**src/rtl/core/pgba_pkg.sv**
```systemverilog
// shared types and constants for the pair group-by aggregation block
package pgba_pkg;

   localparam int TABLE_DEPTH_DEF = 512;

   localparam logic [1:0] ACT_CLEAR = 2'd0;
   localparam logic [1:0] ACT_ACCUM = 2'd1;
   localparam logic [1:0] ACT_READ  = 2'd2;
   localparam logic [1:0] ACT_SPARE = 2'd3;

   localparam logic [15:0] CNT_MAX = 16'hFFFF;
   localparam logic [31:0] EN_MAX  = 32'hFFFF_FFFF;
   localparam logic [47:0] REV_MAX = 48'hFFFF_FFFF_FFFF;

   typedef enum logic [2:0] {
      RSP_NEW        = 3'd0,
      RSP_UPDATED    = 3'd1,
      RSP_FULL       = 3'd2,
      RSP_CLEARED    = 3'd3,
      RSP_READ_OK    = 3'd4,
      RSP_READ_RANGE = 3'd5
   } status_type;

   typedef enum logic [1:0] {
      OP_CLEAR,
      OP_ACCUM,
      OP_READ
   } op_type;

   typedef enum logic [2:0] {
      ENG_IDLE,
      ENG_SCAN_RD,
      ENG_SCAN_CMP,
      ENG_WRITE,
      ENG_APPEND,
      ENG_READ_CHK,
      ENG_READ_WAIT
   } eng_state_type;

   typedef struct packed {
      op_type      op;
      logic [31:0] key;
      logic [23:0] energy;
      logic [15:0] price;
      logic [8:0]  read_index;
   } cmd_type;

endpackage

```
**src/rtl/core/pgba_if.sv**
```systemverilog
// request and response channel interfaces
interface pgba_req_if;
   logic        valid;
   logic        ready;
   logic [1:0]  action;
   logic [15:0] buyer_id;
   logic [15:0] seller_id;
   logic [23:0] energy;
   logic [15:0] price;
   logic [8:0]  read_index;

   modport source (output valid, action, buyer_id, seller_id, energy, price, read_index,
                   input ready);
   modport sink   (input valid, action, buyer_id, seller_id, energy, price, read_index,
                   output ready);
endinterface


```
**src/rtl/core/pgba_front.sv**
```systemverilog
// request intake, action decode and two-entry command queue
module pgba_front (
   input  logic            clock,
   input  logic            reset,
   pgba_req_if.sink        req_ch,
   output logic            cmd_valid,
   output pgba_pkg::cmd_type cmd,
   input  logic            cmd_pop
);

   pgba_pkg::cmd_type q_ff [2];
   logic              wr_ptr_ff, wr_ptr_in;
   logic              rd_ptr_ff, rd_ptr_in;
   logic [1:0]        cnt_ff, cnt_in;
   pgba_pkg::cmd_type dec;
   logic              push;

   always_comb begin
      dec.key        = {req_ch.buyer_id, req_ch.seller_id};
      dec.energy     = req_ch.energy;
      dec.price      = req_ch.price;
      dec.read_index = req_ch.read_index;
      case (req_ch.action) inside
         pgba_pkg::ACT_CLEAR: dec.op = pgba_pkg::OP_CLEAR;
         pgba_pkg::ACT_ACCUM: dec.op = pgba_pkg::OP_ACCUM;
         default:             dec.op = pgba_pkg::OP_READ;
      endcase
   end

   assign req_ch.ready = (cnt_ff != 2'd2);
   assign push         = req_ch.valid && req_ch.ready;
   assign cmd_valid    = (cnt_ff != 2'd0);
   assign cmd          = q_ff[rd_ptr_ff];

   always_comb begin
      wr_ptr_in = push ? ~wr_ptr_ff : wr_ptr_ff;
      rd_ptr_in = cmd_pop ? ~rd_ptr_ff : rd_ptr_ff;
      cnt_in    = cnt_ff + 2'(push) - 2'(cmd_pop);
   end

   always_ff @(posedge clock) begin
      if (push) begin
         q_ff[wr_ptr_ff] <= dec;
      end
   end

   always_ff @(posedge clock) begin
      if (reset) begin
         wr_ptr_ff <= 1'b0;
         rd_ptr_ff <= 1'b0;
         cnt_ff    <= 2'd0;
      end else begin
         wr_ptr_ff <= wr_ptr_in;
         rd_ptr_ff <= rd_ptr_in;
         cnt_ff    <= cnt_in;
      end
   end

endmodule

```
**src/flat_wrapper.sv**
```systemverilog
// flat-port wrapper written by rule: the top's interface ports become plain ports
module pgba_front_flat 
  (clock, reset, cmd_valid, cmd, cmd_pop, req_ch_valid, req_ch_action, req_ch_buyer_id, req_ch_seller_id, req_ch_energy, req_ch_price, req_ch_read_index, req_ch_ready);
  pgba_req_if req_ch_i ();
  input  logic clock;
  input  logic reset;
  output logic cmd_valid;
  output pgba_pkg::cmd_type cmd;
  input  logic cmd_pop;
  input wire logic [$bits(req_ch_i.valid)-1:0] req_ch_valid;
  input wire logic [$bits(req_ch_i.action)-1:0] req_ch_action;
  input wire logic [$bits(req_ch_i.buyer_id)-1:0] req_ch_buyer_id;
  input wire logic [$bits(req_ch_i.seller_id)-1:0] req_ch_seller_id;
  input wire logic [$bits(req_ch_i.energy)-1:0] req_ch_energy;
  input wire logic [$bits(req_ch_i.price)-1:0] req_ch_price;
  input wire logic [$bits(req_ch_i.read_index)-1:0] req_ch_read_index;
  output wire logic [$bits(req_ch_i.ready)-1:0] req_ch_ready;
  assign req_ch_i.valid = req_ch_valid;
  assign req_ch_i.action = req_ch_action;
  assign req_ch_i.buyer_id = req_ch_buyer_id;
  assign req_ch_i.seller_id = req_ch_seller_id;
  assign req_ch_i.energy = req_ch_energy;
  assign req_ch_i.price = req_ch_price;
  assign req_ch_i.read_index = req_ch_read_index;
  assign req_ch_ready = req_ch_i.ready;
  pgba_front u_core (.clock(clock), .reset(reset), .req_ch(req_ch_i), .cmd_valid(cmd_valid), .cmd(cmd), .cmd_pop(cmd_pop));
endmodule
```
**config.mk**
```make
export PLATFORM = sky130hd
export DESIGN_NAME = pgba_front_flat
export DESIGN_NICKNAME = d
export VERILOG_FILES = /design/src/rtl/core/pgba_pkg.sv /design/src/rtl/core/pgba_if.sv /design/src/rtl/core/pgba_front.sv /design/src/flat_wrapper.sv
export SDC_FILE = /design/constraint.sdc
export NUM_CORES = 1
export LEC_CHECK = 0
export ABC_AREA = 1
export BUFFER_PORTS_ARGS = -buffer_cell sky130_fd_sc_hd__buf_4
export CAP_MARGIN = 30
export CORE_ASPECT_RATIO = 0.75
export CORE_MARGIN = 2
export CORE_UTILIZATION = 39
export CTS_CLUSTER_SIZE = 28
export DETAILED_ROUTE_END_ITERATION = 10
export HOLD_SLACK_MARGIN = 0.05
export PLACE_DENSITY = 0.59
export REMOVE_ABC_BUFFERS = 1
export SLEW_MARGIN = 20
export SYNTH_ARGS = -nofsm -noshare
export SYNTH_HDL_FRONTEND = slang
export SYNTH_SLANG_ARGS = --single-unit
export TNS_END_PERCENT = 30
```
**constraint.sdc**
```tcl
create_clock -name clock -period 8.95 [get_ports clock]
set_input_delay 0.4475 -clock clock [delete_from_list [all_inputs] [get_ports clock]]
set_output_delay 0.4475 -clock clock [all_outputs]
set_load 0.05 [all_outputs]
```
==> qor.yml <==
floorplanning:
  die_h_um: 116.4
  core_area_um2: 16670
  pin_count: 172
  fp-row-count: 41
  initial_utilization_pct: 39.39
  dieArea_um2: 17900
  die_x_um: 153.8
detailed_routing:
  detail-route-antenna-nets: 0
  first_pass_iters: 6
  wirelength_um: 11880
  remaining_drc_errors: 0
  drt_iter0_drc: 162
  routedWlPerCell_um: 16.90
  vias: 3159
  viasPerCell: 4.494
clocking:
  clock_latency_ns: 0.41
  postCtsSetupBuffers: 0
  clk_path_buf_depth: 2
  cts.htree.levels: 4
  cts.sinks: 171
  cts_resized: 0
  cts_tree: "done"
  cts_buffers: 17
  clk_pin_slew_worst_paths_ns: 0.06
  postCtsHoldBufs: 0
  root_buffer: "clkbuf_16"
synth:
  ys_warn_count: 0
  synth_area_um2: 6568
  syn_area_per_cell_um2: 22.57
  synth_edf_count: 166
  synth_top_area_cell: "edfxtp_1"
  synth_area_leaders: "edfxtp_1, mux2_4, mux2_2"
  synth.most_common_cell: "edfxtp_1"
  postSynthCellCount: 291
  synth_top_area_share_pct: 75.90
  ys_ff_latch: 171
  synth_commonest_cells: "edfxtp_1, mux2_4, mux2_2"
  async_flop_share_pct: 0
  seq_area_frac_synth_pct: 77.42
  synthFlopType: "edfxtp_1"
  ys_types: 16
sta:
  fin_crit_sh_pct: 34.33
  fin_ws_ns: 5.877
  period_needed_ns: 3.073
  fin_tns_setup_ns: 0
  fmax_mhz: 325.5
  skew_ns: 0.007336
  hold_viol_final: 0
  setup_viol: 0
  grt_setup_unrepaired: "false"
  drv_slew: 0
  relSlewSlack_pct: 47.90
  tightest_slew_ns: 0.7815
critical_path:
  cpPeakStageDelay_ns: 0.85
  rrSetupSlack_ns: 6.60
  rr_worst_depth: 7
  cp_common_cell: "buf_4"
  cp.required_ns: 8.50
  cp_slowest_cell: "dfxtp_4"
  cp_max_fo: 43
  reg2reg_to: "u_core.q_ff[1][58]"
  crit_chain: "buf_4 > mux2_2 > buf_4"
  worstSetupPathType: "reg2out"
  start_kind: "flop"
  r2r-start: "u_core.cnt_ff[0]"
  setup.worst_path.end_class: "primary output"
  worstPathArrival_ns: 2.63
grt:
  antenna_found_initial: 0
  grt-ovfl-total: 0
  grtUsageTotal_pct: 13.59
  grt_pass1_wl_um: 17850
  grt_max_degree: 46
  met2_usage_pct: 19.58
  grt_pass1_vias: 3312
  grt_use_met1_pct: 17.68
  grt_util_met3_pct: 7.421
  busiest_layer: "met2"
pwr:
  leakage_nw: 3.383
  power_density_nw_per_um2: 255.1
  finalPower_mw: 2.197
  max-vdd-ir-drop_v: 0.0001882
cells_and_area:
  fin_util_pct: 51.66
  antennaDiodeCount: 0
  area_growth_pct: 31.15
  design_area_um2: 8613
  final_nets: 563
  drive_gt1_share_pct: 59.43
placed_design:
  dpl_cell_area_um2: 8015
  portBuffers: 171
  place_congestion: 0.7105
  place_ws_ns: 6.244
  dp.final_hpwl_um: 7928
flow_run:
  maxCapViolations: 0
worst_hold_path:
  hold_class: "in2reg"
  hold_depth: 2
  min_from: "reset"
outcome:
  outcome: "completed"
## cell usage in the layout, fill, tap and decap left out, drive strengths merged
cell | synthesis | routed
edfxtp | 166 | 166
nand2 | 7 | 7
clkbuf | 1 | 17
a21oi | 1 | 1
ha | 1 | 1
clkinv | 0 | 9
mux2 | 83 | 83
dfxtp | 5 | 5
bufinv | 0 | 3
clkinvlp | 0 | 1
nand3 | 1 | 1
inv | 6 | 8
or2 | 1 | 1
buf | 9 | 175
nor2 | 8 | 8
xnor2 | 2 | 2
## worst max path at each step
stage               cells past startpoint        startpoint  slack [ns]           endpoint
floorplan                               4  u_core.cnt_ff[0]        4.06  u_core.q_ff[0][0]
global placement                        3              flop        6.25             cmd[2]
detailed placement                      3              flop        6.24             cmd[2]
CTS                                     3              flop        5.78             cmd[2]
global route                            3              flop        5.69             cmd[2]
finish                                  3              flop        5.88             cmd[2]
## sequential cells by signal (all words and copies together) (netlist names), named ones only
name,count
u_core.cnt_ff,2
u_core.q_ff,166
u_core.wr_ptr_ff,1
u_core.rd_ptr_ff,1
## routing by layer
layer,vias up,share of wire (%)
li1,1499,-
met1,1518,45
met2,136,43
met3,6,11
met4,0,0.53
met5,-,0
## report_power, final
group	switching, mW	internal, mW
logic	0.298	0.175
clock network	0.297	0.439
registers	0.0262	0.962
total	0.621	1.58
## cell families after synthesis
logic type / count (synthesis) / share of synthesized area [%]
buffers and inverters: 16 / 2.781
xor gates and xnor gates: 2 / 0.2668
AOI/OAI and AO/OA: 1 / 0.07613
muxes: 83 / 18.23
and+or+nand+nor: 17 / 1.029
adders and majority gates: 1 / 0.1905
DFF: 171 / 77.42
## stage by stage
| step | hold WS, ns | cells |
|---|---|---|
| global placement | 0.4969 | 670 |
| global route | 0.1807 | 703 |
| floorplan | 0.4755 | 281 |
| CTS | 0.1842 | 703 |
| detailed placement | 0.5175 | 671 |
| finish | 0.2010 | 703 |
## area by class of cell
| type | instances | area [µm²] |
|---|---|---|
| Fill cell | 1343 | 8059 |
| Sequential cell | 171 | 5089 |
| Timing Repair Buffer | 175 | 1326 |
| Multi-Input combinational cell | 104 | 1308 |
| Clock buffer | 17 | 425.4 |
| Tap cell | 215 | 269.0 |
| Clock inverter | 15 | 172.7 |
| Inverter | 6 | 23.77 |
## critical path, delay by kind of cell (launching register included)
kind,cells,cell delay [ns]
buffers and inverters,2,0.90
flip-flops,1,0.85
multiplexers,1,0.42
No activity file was read; power rests on OpenSTA's default activity.
